### src/hw/rtl/bfg_pkg.sv
// Shared types and constants for the battery fuel gauge.
// Holds the controller/datapath command and status structs and the LiPo cell table.
// No dependencies.
package bfg_pkg;

    // Operand set that the shared divider works on.
    typedef enum logic [1:0] {
        SEL_CUR  = 2'd0,
        SEL_MAH  = 2'd1,
        SEL_CELL = 2'd2,
        SEL_PCT  = 2'd3
    } t_div_sel;

    // Configuration register indexes.
    localparam logic [1:0] REG_DIV_RATIO = 2'd0;
    localparam logic [1:0] REG_CELLS     = 2'd1;
    localparam logic [1:0] REG_SCALE     = 2'd2;
    localparam logic [1:0] REG_INTERVAL  = 2'd3;

    localparam int unsigned LUT_POINTS = 21;
    localparam logic [23:0] MAS_PER_MAH = 24'd3600000;
    localparam logic [13:0] MA_SCALE    = 14'd10000;

    // Consumed mAh is (accum >> 7) / 28125. The quotient comes from a multiply by the
    // rounded-up reciprocal 2^72 / 28125, exact for every 57-bit shifted accumulator.
    localparam logic [14:0] MAH_ODD   = 15'(MAS_PER_MAH >> 7);
    localparam logic [57:0] MAH_RECIP = 58'(((128'd1 << 72) + 128'(MAH_ODD) - 128'd1)
                                            / 128'(MAH_ODD));

    // Per-cell voltage breakpoints (mV) and their remaining percent.
    localparam logic [12:0] LUT_MV [LUT_POINTS] = '{
        13'd4200, 13'd4150, 13'd4110, 13'd4080, 13'd4020, 13'd3980, 13'd3920,
        13'd3870, 13'd3830, 13'd3790, 13'd3750, 13'd3710, 13'd3680, 13'd3650,
        13'd3620, 13'd3580, 13'd3530, 13'd3490, 13'd3450, 13'd3400, 13'd3300
    };
    localparam logic [6:0] LUT_PCT [LUT_POINTS] = '{
        7'd100, 7'd95, 7'd90, 7'd85, 7'd80, 7'd75, 7'd70, 7'd65, 7'd60, 7'd55,
        7'd50, 7'd45, 7'd40, 7'd35, 7'd30, 7'd25, 7'd20, 7'd15, 7'd10, 7'd5, 7'd0
    };

    // Commands from the controller to the datapath.
    typedef struct packed {
        logic     in_take;
        logic     mul;
        logic     div_start;
        logic     div_cap;
        t_div_sel div_sel;
        logic     cur_zero;
        logic     chg_mul;
        logic     acc;
        logic     seg_ld;
        logic     pct_end;
        logic     pct_zero;
        logic     out_load;
    } t_cmd;

    // Status from the datapath to the controller.
    typedef struct packed {
        logic cal_done;
        logic scale_zero;
        logic cells_zero;
        logic div_done;
        logic seg_end;
        logic out_free;
    } t_sts;

endpackage

### src/hw/rtl/bfg_div.sv
// Restoring divider that retires one quotient bit per cycle.
// The dividend is left aligned; nbits quotient bits land in the low bits of the result.
// No package dependencies.
module bfg_div (
    input  logic        i_clk,
    input  logic        i_rst_n,
    input  logic        i_start,
    input  logic [63:0] i_dividend,
    input  logic [23:0] i_divisor,
    input  logic [6:0]  i_nbits,
    output logic        o_done,
    output logic [63:0] o_quot
);

    logic [63:0] r_q;
    logic [23:0] r_rem;
    logic [6:0]  r_cnt;
    logic        r_busy;
    logic        r_done;
    logic [24:0] trial;
    logic        ge;

    // Trial subtraction of the next partial remainder.
    assign trial = {r_rem, r_q[63]};
    assign ge    = trial >= {1'b0, i_divisor};

    // Control: count remaining bits and flag the finish.
    always_ff @(posedge i_clk) begin
        if (!i_rst_n) begin
            r_busy <= 1'b0;
            r_done <= 1'b0;
            r_cnt  <= '0;
        end else begin
            r_done <= 1'b0;
            if (i_start) begin
                r_busy <= 1'b1;
                r_cnt  <= i_nbits;
            end else if (r_busy) begin
                r_cnt <= r_cnt - 7'd1;
                if (r_cnt == 7'd1) begin
                    r_busy <= 1'b0;
                    r_done <= 1'b1;
                end
            end
        end
    end

    // Data: shift in quotient bits and update the remainder.
    always_ff @(posedge i_clk) begin
        if (i_start) begin
            r_q   <= i_dividend;
            r_rem <= '0;
        end else if (r_busy) begin
            r_q   <= {r_q[62:0], ge};
            r_rem <= ge ? 24'(trial - {1'b0, i_divisor}) : trial[23:0];
        end
    end

    assign o_done = r_done;
    assign o_quot = r_q;

endmodule

### src/hw/rtl/bfg_dp.sv
// Datapath of the fuel gauge: configuration, calibration, products, accumulator and output.
// Uses bfg_pkg for command/status types and the cell table; instantiates bfg_div.
module bfg_dp #(
    parameter int CAL_SAMPLES = 16
) (
    input  logic           i_clk,
    input  logic           i_rst_n,
    input  logic           i_cfg_we,
    input  logic [1:0]     i_cfg_idx,
    input  logic [15:0]    i_cfg_data,
    input  logic [11:0]    i_vsense,
    input  logic [11:0]    i_isense,
    input  logic           i_out_ready,
    input  bfg_pkg::t_cmd  i_cmd,
    output bfg_pkg::t_sts  o_sts,
    output logic           o_out_valid,
    output logic [70:0]    o_out_data
);

    localparam int CW = $clog2(CAL_SAMPLES + 1);

    logic [15:0] r_ratio;
    logic [3:0]  r_cells;
    logic [15:0] r_scale;
    logic [15:0] r_interval;

    logic [CW-1:0] r_cal_cnt;
    logic [11:0]   r_cal_min;
    logic [11:0]   r_zero;
    logic [63:0]   r_accum;

    logic [11:0] r_v;
    logic [11:0] r_i;
    logic [19:0] r_pack;
    logic [25:0] r_prod;
    logic [25:0] r_cur;
    logic [41:0] r_add;
    logic [31:0] r_mah;
    logic [15:0] r_cell;
    logic [13:0] r_num;
    logic [6:0]  r_den;
    logic [6:0]  r_plo;
    logic [6:0]  r_pct;
    logic        r_ovalid;
    logic [70:0] r_odata;

    logic [56:0]  r_mq_n;
    logic [115:0] r_mq_acc;
    logic [1:0]   r_mq_step;
    logic         r_mq_busy;
    logic         r_mq_done;

    logic [11:0]  diff;
    logic [11:0]  n_cal_min;
    logic [64:0]  sum;
    logic [63:0]  dividend;
    logic [23:0]  divisor;
    logic [6:0]   nbits;
    logic         div_go;
    logic         div_done;
    logic [63:0]  quot;
    logic         mq_go;
    logic [28:0]  mq_a;
    logic [28:0]  mq_b;
    logic [57:0]  mq_pp;
    logic [115:0] mq_term;
    logic [4:0]   seg;
    logic [15:0]  seg_off;
    logic         cell_hi;
    logic         cell_lo;
    logic [15:0]  pack_sat;
    logic [15:0]  cur_sat;

    // Configuration registers.
    always_ff @(posedge i_clk) begin
        if (!i_rst_n) begin
            r_ratio    <= 16'd256;
            r_cells    <= 4'd3;
            r_scale    <= 16'd400;
            r_interval <= 16'd100;
        end else if (i_cfg_we) begin
            case (i_cfg_idx)
                bfg_pkg::REG_DIV_RATIO: r_ratio    <= i_cfg_data;
                bfg_pkg::REG_CELLS:     r_cells    <= i_cfg_data[3:0];
                bfg_pkg::REG_SCALE:     r_scale    <= i_cfg_data;
                bfg_pkg::REG_INTERVAL:  r_interval <= i_cfg_data;
                default: ;
            endcase
        end
    end

    // Calibration tracks the smallest current sense and latches it as the offset.
    assign n_cal_min = (i_isense < r_cal_min) ? i_isense : r_cal_min;

    always_ff @(posedge i_clk) begin
        if (!i_rst_n) begin
            r_cal_cnt <= '0;
            r_cal_min <= 12'hFFF;
            r_zero    <= '0;
        end else if (i_cmd.in_take && !o_sts.cal_done) begin
            r_cal_min <= n_cal_min;
            r_cal_cnt <= r_cal_cnt + CW'(1);
            if (r_cal_cnt + CW'(1) == CW'(CAL_SAMPLES)) begin
                r_zero <= n_cal_min;
            end
        end
    end

    // Charge accumulator saturates at all ones.
    assign sum = {1'b0, r_accum} + {23'd0, r_add};

    always_ff @(posedge i_clk) begin
        if (!i_rst_n) begin
            r_accum <= '0;
        end else if (i_cmd.acc) begin
            r_accum <= sum[64] ? {64{1'b1}} : sum[63:0];
        end
    end

    // The mAh quotient uses the reciprocal unit; every other pass uses the divider.
    assign mq_go  = i_cmd.div_start && (i_cmd.div_sel == bfg_pkg::SEL_MAH);
    assign div_go = i_cmd.div_start && (i_cmd.div_sel != bfg_pkg::SEL_MAH);

    // Operand selection for the shared divider.
    always_comb begin
        case (i_cmd.div_sel)
            bfg_pkg::SEL_CUR: begin
                dividend = {r_prod, 38'd0};
                divisor  = {8'd0, r_scale};
                nbits    = 7'd26;
            end
            bfg_pkg::SEL_CELL: begin
                dividend = {r_pack, 44'd0};
                divisor  = {20'd0, r_cells};
                nbits    = 7'd20;
            end
            bfg_pkg::SEL_PCT: begin
                dividend = {r_num, 50'd0};
                divisor  = {17'd0, r_den};
                nbits    = 7'd14;
            end
            default: begin
                dividend = '0;
                divisor  = 24'd1;
                nbits    = 7'd1;
            end
        endcase
    end

    bfg_div u_div (
        .i_clk      (i_clk),
        .i_rst_n    (i_rst_n),
        .i_start    (div_go),
        .i_dividend (dividend),
        .i_divisor  (divisor),
        .i_nbits    (nbits),
        .o_done     (div_done),
        .o_quot     (quot)
    );

    // Reciprocal unit: four 29x29 partial products of (accum >> 7) times the reciprocal.
    assign mq_a  = r_mq_step[1] ? {1'b0, r_mq_n[56:29]} : r_mq_n[28:0];
    assign mq_b  = r_mq_step[0] ? bfg_pkg::MAH_RECIP[57:29] : bfg_pkg::MAH_RECIP[28:0];
    assign mq_pp = mq_a * mq_b;

    always_comb begin
        case (r_mq_step)
            2'd0:    mq_term = {58'd0, mq_pp};
            2'd3:    mq_term = {mq_pp, 58'd0};
            default: mq_term = {29'd0, mq_pp, 29'd0};
        endcase
    end

    always_ff @(posedge i_clk) begin
        if (!i_rst_n) begin
            r_mq_busy <= 1'b0;
            r_mq_done <= 1'b0;
            r_mq_step <= '0;
        end else begin
            r_mq_done <= 1'b0;
            if (mq_go) begin
                r_mq_busy <= 1'b1;
                r_mq_step <= '0;
            end else if (r_mq_busy) begin
                r_mq_step <= r_mq_step + 2'd1;
                if (r_mq_step == 2'd3) begin
                    r_mq_busy <= 1'b0;
                    r_mq_done <= 1'b1;
                end
            end
        end
    end

    always_ff @(posedge i_clk) begin
        if (mq_go) begin
            r_mq_n   <= r_accum[63:7];
            r_mq_acc <= '0;
        end else if (r_mq_busy) begin
            r_mq_acc <= r_mq_acc + mq_term;
        end
    end

    // Table segment: the first breakpoint pair that brackets the cell voltage.
    always_comb begin
        seg = 5'd0;
        for (int k = int'(bfg_pkg::LUT_POINTS) - 2; k >= 0; k--) begin
            if (r_cell >= 16'(bfg_pkg::LUT_MV[k + 1])) begin
                seg = 5'(k);
            end
        end
    end

    assign seg_off = r_cell - 16'(bfg_pkg::LUT_MV[seg + 5'd1]);
    assign cell_hi = r_cell >= 16'(bfg_pkg::LUT_MV[0]);
    assign cell_lo = r_cell <= 16'(bfg_pkg::LUT_MV[bfg_pkg::LUT_POINTS - 1]);
    assign diff    = (r_i > r_zero) ? r_i - r_zero : 12'd0;

    // Sample capture, products and divider results.
    always_ff @(posedge i_clk) begin
        if (i_cmd.in_take) begin
            r_v <= i_vsense;
            r_i <= i_isense;
        end
        if (i_cmd.mul) begin
            r_pack <= 20'((28'(r_v) * 28'(r_ratio)) >> 8);
            r_prod <= 26'(diff) * 26'(bfg_pkg::MA_SCALE);
        end
        if (i_cmd.cur_zero) begin
            r_cur <= '0;
        end
        if (i_cmd.chg_mul) begin
            r_add <= 42'(r_cur) * 42'(r_interval);
        end
        if (i_cmd.seg_ld) begin
            r_num <= 14'(seg_off[6:0]) *
                     14'(bfg_pkg::LUT_PCT[seg] - bfg_pkg::LUT_PCT[seg + 5'd1]);
            r_den <= 7'(bfg_pkg::LUT_MV[seg] - bfg_pkg::LUT_MV[seg + 5'd1]);
            r_plo <= bfg_pkg::LUT_PCT[seg + 5'd1];
        end
        if (i_cmd.pct_end) begin
            r_pct <= cell_hi ? 7'd100 : 7'd0;
        end
        if (i_cmd.pct_zero) begin
            r_pct <= '0;
        end
        if (i_cmd.div_cap) begin
            case (i_cmd.div_sel)
                bfg_pkg::SEL_CUR:  r_cur  <= quot[25:0];
                bfg_pkg::SEL_MAH:  r_mah  <= (r_mq_acc[115:104] != 12'd0) ? 32'hFFFF_FFFF
                                                                          : r_mq_acc[103:72];
                bfg_pkg::SEL_CELL: r_cell <= quot[15:0];
                bfg_pkg::SEL_PCT:  r_pct  <= r_plo + quot[6:0];
                default: ;
            endcase
        end
    end

    // Output register: holds a result until the output transaction completes.
    assign pack_sat = (r_pack[19:16] != 4'd0) ? 16'hFFFF : r_pack[15:0];
    assign cur_sat  = (r_cur[25:16] != 10'd0) ? 16'hFFFF : r_cur[15:0];

    always_ff @(posedge i_clk) begin
        if (!i_rst_n) begin
            r_ovalid <= 1'b0;
        end else if (i_cmd.out_load) begin
            r_ovalid <= 1'b1;
        end else if (i_out_ready) begin
            r_ovalid <= 1'b0;
        end
    end

    always_ff @(posedge i_clk) begin
        if (i_cmd.out_load) begin
            r_odata <= {r_pct, r_mah, cur_sat, pack_sat};
        end
    end

    // Status toward the controller.
    assign o_sts.cal_done   = r_cal_cnt >= CW'(CAL_SAMPLES);
    assign o_sts.scale_zero = r_scale == 16'd0;
    assign o_sts.cells_zero = r_cells == 4'd0;
    assign o_sts.div_done   = div_done || r_mq_done;
    assign o_sts.seg_end    = cell_hi || cell_lo;
    assign o_sts.out_free   = !r_ovalid || i_out_ready;

    assign o_out_valid = r_ovalid;
    assign o_out_data  = r_odata;

endmodule

### src/hw/rtl/bfg_ctrl.sv
// Controller state machine that sequences one sample through the datapath.
// Uses bfg_pkg for the command and status structs.
module bfg_ctrl (
    input  logic          i_clk,
    input  logic          i_rst_n,
    input  logic          i_in_valid,
    output logic          o_in_ready,
    input  bfg_pkg::t_sts i_sts,
    output bfg_pkg::t_cmd o_cmd
);

    typedef enum logic [13:0] {
        S_IDLE    = 14'b00000000000001,
        S_MUL     = 14'b00000000000010,
        S_CUR_GO  = 14'b00000000000100,
        S_CUR_W   = 14'b00000000001000,
        S_CHG_MUL = 14'b00000000010000,
        S_ACC     = 14'b00000000100000,
        S_MAH_GO  = 14'b00000001000000,
        S_MAH_W   = 14'b00000010000000,
        S_CELL_GO = 14'b00000100000000,
        S_CELL_W  = 14'b00001000000000,
        S_SEG     = 14'b00010000000000,
        S_PCT_GO  = 14'b00100000000000,
        S_PCT_W   = 14'b01000000000000,
        S_OUT     = 14'b10000000000000
    } t_state;

    t_state r_state;
    t_state n_state;

    always_ff @(posedge i_clk) begin
        if (!i_rst_n) begin
            r_state <= S_IDLE;
        end else begin
            r_state <= n_state;
        end
    end

    // Next state and command decode.
    always_comb begin
        n_state       = r_state;
        o_cmd         = '0;
        o_cmd.div_sel = bfg_pkg::SEL_CUR;
        o_in_ready    = 1'b0;
        case (r_state)
            S_IDLE: begin
                o_in_ready   = 1'b1;
                o_cmd.in_take = i_in_valid;
                if (i_in_valid && i_sts.cal_done) begin
                    n_state = S_MUL;
                end
            end
            S_MUL: begin
                o_cmd.mul = 1'b1;
                n_state   = S_CUR_GO;
            end
            S_CUR_GO: begin
                if (i_sts.scale_zero) begin
                    o_cmd.cur_zero = 1'b1;
                    n_state        = S_CHG_MUL;
                end else begin
                    o_cmd.div_start = 1'b1;
                    n_state         = S_CUR_W;
                end
            end
            S_CUR_W: begin
                if (i_sts.div_done) begin
                    o_cmd.div_cap = 1'b1;
                    n_state       = S_CHG_MUL;
                end
            end
            S_CHG_MUL: begin
                o_cmd.chg_mul = 1'b1;
                n_state       = S_ACC;
            end
            S_ACC: begin
                o_cmd.acc = 1'b1;
                n_state   = S_MAH_GO;
            end
            S_MAH_GO: begin
                o_cmd.div_sel   = bfg_pkg::SEL_MAH;
                o_cmd.div_start = 1'b1;
                n_state         = S_MAH_W;
            end
            S_MAH_W: begin
                o_cmd.div_sel = bfg_pkg::SEL_MAH;
                if (i_sts.div_done) begin
                    o_cmd.div_cap = 1'b1;
                    n_state       = S_CELL_GO;
                end
            end
            S_CELL_GO: begin
                o_cmd.div_sel = bfg_pkg::SEL_CELL;
                if (i_sts.cells_zero) begin
                    o_cmd.pct_zero = 1'b1;
                    n_state        = S_OUT;
                end else begin
                    o_cmd.div_start = 1'b1;
                    n_state         = S_CELL_W;
                end
            end
            S_CELL_W: begin
                o_cmd.div_sel = bfg_pkg::SEL_CELL;
                if (i_sts.div_done) begin
                    o_cmd.div_cap = 1'b1;
                    n_state       = S_SEG;
                end
            end
            S_SEG: begin
                if (i_sts.seg_end) begin
                    o_cmd.pct_end = 1'b1;
                    n_state       = S_OUT;
                end else begin
                    o_cmd.seg_ld = 1'b1;
                    n_state      = S_PCT_GO;
                end
            end
            S_PCT_GO: begin
                o_cmd.div_sel   = bfg_pkg::SEL_PCT;
                o_cmd.div_start = 1'b1;
                n_state         = S_PCT_W;
            end
            S_PCT_W: begin
                o_cmd.div_sel = bfg_pkg::SEL_PCT;
                if (i_sts.div_done) begin
                    o_cmd.div_cap = 1'b1;
                    n_state       = S_OUT;
                end
            end
            S_OUT: begin
                if (i_sts.out_free) begin
                    o_cmd.out_load = 1'b1;
                    n_state        = S_IDLE;
                end
            end
            default: begin
                n_state = S_IDLE;
            end
        endcase
    end

endmodule

### src/hw/rtl/battery_fuel_gauge_top.sv
// Battery fuel gauge: coulomb counter with a LiPo per-cell voltage table.
// Calibration samples are accepted back to back and give no result.
// A measured sample passes through 26, 20 and 14 bit one-bit-per-cycle divides and a four-step
// mAh multiply; zero scale, zero cells or a table end skip passes. The next sample is taken only
// after its result is loaded into the output register, which waits while an older result stalls.
// Synchronous active-low reset restores defaults, restarts calibration and clears the charge.
module battery_fuel_gauge_top #(
    parameter int CAL_SAMPLES = 16
) (
    input  logic        i_clk,
    input  logic        i_rst_n,
    input  logic        i_cfg_we,
    input  logic [1:0]  i_cfg_idx,
    input  logic [15:0] i_cfg_data,
    input  logic        s_axis_tvalid,
    output logic        s_axis_tready,
    // [11:0] voltage_sense_mv, [23:12] current_sense_mv
    input  logic [23:0] s_axis_tdata,
    output logic        m_axis_tvalid,
    input  logic        m_axis_tready,
    // [15:0] pack_mv, [31:16] load_ma, [63:32] used_mah, [70:64] charge_left_pct, [71] zero
    output logic [71:0] m_axis_tdata
);

    bfg_pkg::t_cmd cmd;
    bfg_pkg::t_sts sts;
    logic [70:0]   out_data;

    bfg_ctrl u_ctrl (
        .i_clk      (i_clk),
        .i_rst_n    (i_rst_n),
        .i_in_valid (s_axis_tvalid),
        .o_in_ready (s_axis_tready),
        .i_sts      (sts),
        .o_cmd      (cmd)
    );

    bfg_dp #(
        .CAL_SAMPLES (CAL_SAMPLES)
    ) u_dp (
        .i_clk       (i_clk),
        .i_rst_n     (i_rst_n),
        .i_cfg_we    (i_cfg_we),
        .i_cfg_idx   (i_cfg_idx),
        .i_cfg_data  (i_cfg_data),
        .i_vsense    (s_axis_tdata[11:0]),
        .i_isense    (s_axis_tdata[23:12]),
        .i_out_ready (m_axis_tready),
        .i_cmd       (cmd),
        .o_sts       (sts),
        .o_out_valid (m_axis_tvalid),
        .o_out_data  (out_data)
    );

    assign m_axis_tdata = {1'b0, out_data};

endmodule

### config.mk
export PLATFORM = sky130hd
export DESIGN_NAME = battery_fuel_gauge_top
export DESIGN_NICKNAME = d
export VERILOG_FILES = /design/src/hw/rtl/bfg_pkg.sv /design/src/hw/rtl/bfg_div.sv /design/src/hw/rtl/bfg_dp.sv /design/src/hw/rtl/bfg_ctrl.sv /design/src/hw/rtl/battery_fuel_gauge_top.sv
export SDC_FILE = /design/constraint.sdc
export NUM_CORES = 2
export LEC_CHECK = 0
export BUFFER_PORTS_ARGS = -buffer_cell sky130_fd_sc_hd__buf_2
export CAP_MARGIN = 0
export CORE_ASPECT_RATIO = 0.75
export CORE_UTILIZATION = 52
export CTS_CLUSTER_DIAMETER = 40
export CTS_CLUSTER_SIZE = 28
export DETAILED_ROUTE_END_ITERATION = 16
export PLACE_DENSITY = 0.73
export SYNTH_ARGS = -nofsm -noshare
export SYNTH_HDL_FRONTEND = slang
export SYNTH_SLANG_ARGS = --single-unit
### constraint.sdc
create_clock -name i_clk -period 18.42 [get_ports i_clk]
set_input_delay 3.684 -clock i_clk [delete_from_list [all_inputs] [get_ports i_clk]]
set_output_delay 3.684 -clock i_clk [all_outputs]
set_load 0.005 [all_outputs]
==> flow_metrics.tcl <==
set metrics [dict create \
    status "finished clean" \
    cpMostUsedCell "fa_1" \
    grt_pass1_vias 62306 \
    antenna_cells 0 \
    drc_errors 0 \
    slowest_stage "dfxtp_2" \
    leakagePower_nw 40.8 \
    cp.depth 42 \
    synth_edf_count 375 \
    crit_family "adder cells" \
    avgSynthCellArea_um2 9.33 \
    cts-root-buf "clkbuf_16" \
    cts_hold_buf 0 \
    htreeDepth 3 \
    layout.area.seq_um2 18200 \
    drive_gt1_frac 0.0573 \
    fmax_mhz 75.8 \
    clock_latency_ns 0.75 \
    pwr_density_cell_nw_per_um2 83.6 \
    gp_congestion 0.991 \
    syn2layout_area_growth_pct 7.31 \
    cts_tree "yes" \
    yosysUniqueCellTypes 105 \
    synth_top_area_cell "fa_1" \
    n_fill_cell 13587 \
    numPortBuffers 119 \
    stdcell_area_um2 87300 \
    clkSinkCount 720 \
    die_x_um 459 \
    layout.nets 10596 \
    setup_violations 0 \
    timing_worst_setup_path_type "reg2reg" \
    grt_util_all_layers 0.285 \
    ff2ff_path_depth 42 \
    cp.arrival_ns 13.79 \
    cts_resized 0 \
    vdd_drop_max_mv 0.141 \
    finalCritPeriodShare 0.716 \
    postRouteAntennaNets 0 \
    period_needed_ns 13.19 \
    worst_pin_slew_ns 1.17 \
    dieArea_um2 158000 \
    grt_max_degree 91 \
    hold_depth 0 \
    final_max_slew_viol_count 0 \
    antenna_found_initial 4 \
    overflow 0 \
    die_y_um 345 \
    core.rowCount 125 \
    clkTransAtPathRegs_ns 0.07 \
    rsz0062_at_grt "false" \
    synth_area_leaders "fa_1 (26%), edfxtp_1 (14%), ha_1 (13%)" \
    pin_count 121 \
    synth_warnings 0 \
    cts_setup_buffers 0 \
    fin_total_pwr_mw 7.30 \
    wl_per_cell_um 20.6 \
    hold_class "reg2reg" \
    max-cap-violations 0 \
    cp_data_required_time_ns 19.02 \
    core_area_um2 155000 \
    critPathMaxStageDelay_ns 1.05 \
    synth_flop_cell "edfxtp_1" \
    drt-initial-drc-count 5839 \
    yosysSeqAreaShare 0.223 \
    yosys-top-cells-count "inv_1 (1,349), fa_1 (1,045), nand2_1 (1,012)" \
    start_util 0.524 \
    yosys.area.top_type_share 0.257 \
    dp.final_hpwl_um 178000 \
    path_buf_inv 6 \
    numCtsBuffers 95 \
    vias 61883 \
    netlist_area_um2 81400 \
    ys_seq_elements 720 \
    grt_pass1_wl_um 353000 \
    dpl_cell_area_um2 83800 \
    hold_violations 0 \
    cts_buffer_depth 3 \
    worst_clock_skew_ns 0.0805 \
    async_flop_share 0 \
    first_pass_iters 7 \
    syn_inst 8724 \
    cp_max_fo 31 \
    cp-end-kind "flip-flop" \
    fin_tns_setup_ns 0 \
    synth_most_common_cell "inv_1" \
    multi_input_area_um2 56800 \
    drt-total-wl_um 223000 \
    cp-start-kind "flip-flop" \
    relSlewSlack 0.215 \
    route.detailed.vias_per_inst 5.71 \
]
cells by family (layout without fill, tap and decap cells):
group	after synthesis	after routing	share of synthesized area
adder cells (fa/ha/maj)	1888	1888	0.387
multiplexers	147	147	0.0181
flip-flops	720	720	0.223
XOR/XNOR	334	334	0.0361
AO/OA/AOI/OAI	1434	1434	0.112
AND/OR/NAND/NOR	2470	2470	0.143
buffers and inverters	1729	1722	0.0803
other	2	28	0.0000923
cells in the final DEF (no fill, tap or decap), drive strengths merged, types with 160 or more instances in the layout:
cell | synthesis | layout
nor2 | 476 | 476
ha | 843 | 843
xnor2 | 238 | 238
inv | 1351 | 1391
nand2 | 1012 | 1012
and2 | 314 | 314
dfxtp | 345 | 345
a21o | 160 | 160
a21oi | 485 | 485
buf | 44 | 189
o21ai | 307 | 307
edfxtp | 375 | 375
fa | 1045 | 1045
worst paths after layout:
path | startpoint | to | slack, ns
max | u_dp.r_mq_step[1] | u_dp.r_mq_acc[102] | 5.23
min reg2reg | u_dp.r_mah[30] | u_dp.o_out_data[62] | 0.41
max reg2reg | u_dp.r_mq_step[1] | u_dp.r_mq_acc[102] | 5.23
min | u_dp.r_mah[30] | u_dp.o_out_data[62] | 0.41
registers in the layout, summed over array words and instances, names as in the netlist, 14 cells and up:
name and flops:
u_dp.r_cur 26, u_dp.o_out_data 71, u_dp.r_interval 16, u_ctrl.r_state 14
u_dp.r_mq_acc 115, u_dp.u_div.r_rem 24, u_dp.r_pack 20, u_dp.r_prod 22
u_dp.r_mq_n 57, u_dp.r_mah 32, u_dp.r_cell 16, u_dp.r_add 42
u_dp.r_accum 64, u_dp.u_div.o_quot 64, u_dp.r_num 14, u_dp.r_ratio 16
u_dp.r_scale 16
routing by layer:
layer  wire length (um)  vias to the layer above  GRT usage
met2              95800                     2636      0.430
met1              99600                    30387      0.411
met3              20900                      364     0.0652
met5                 33                        -          0
li1                   -                    28492          -
met4               6480                        4     0.0801
where the power goes:
| part | total [mW] | switching (mW) | internal [mW] |
|---|---|---|---|
| Clock | 2.00 | 0.909 | 1.09 |
| Combinational | 3.36 | 2.04 | 1.32 |
| Sequential | 1.94 | 0.101 | 1.84 |
| Total | 7.30 | 3.05 | 4.25 |
metrics by stage:
step                instances  worst slack (ns)  hold WS, ns   util
floorplan                8750              7.08        0.400      -
global placement        10659              5.46        0.404  0.540
CTS                     10838              5.35        0.412  0.563
detailed placement      10659              5.43        0.405  0.540
global route            10838              4.60        0.409  0.563
finish                  10838              5.23        0.413  0.563
area by class of cell:
class / instances / area share
Multi-Input combinational cell: 6301 / 0.651
Sequential cell: 720 / 0.208
Inverter: 1354 / 0.0583
Tap cell: 2095 / 0.0300
Clock buffer: 101 / 0.0282
Timing Repair Buffer: 189 / 0.0128
Clock inverter: 78 / 0.0119
No activity file was read; power rests on OpenSTA's default activity.
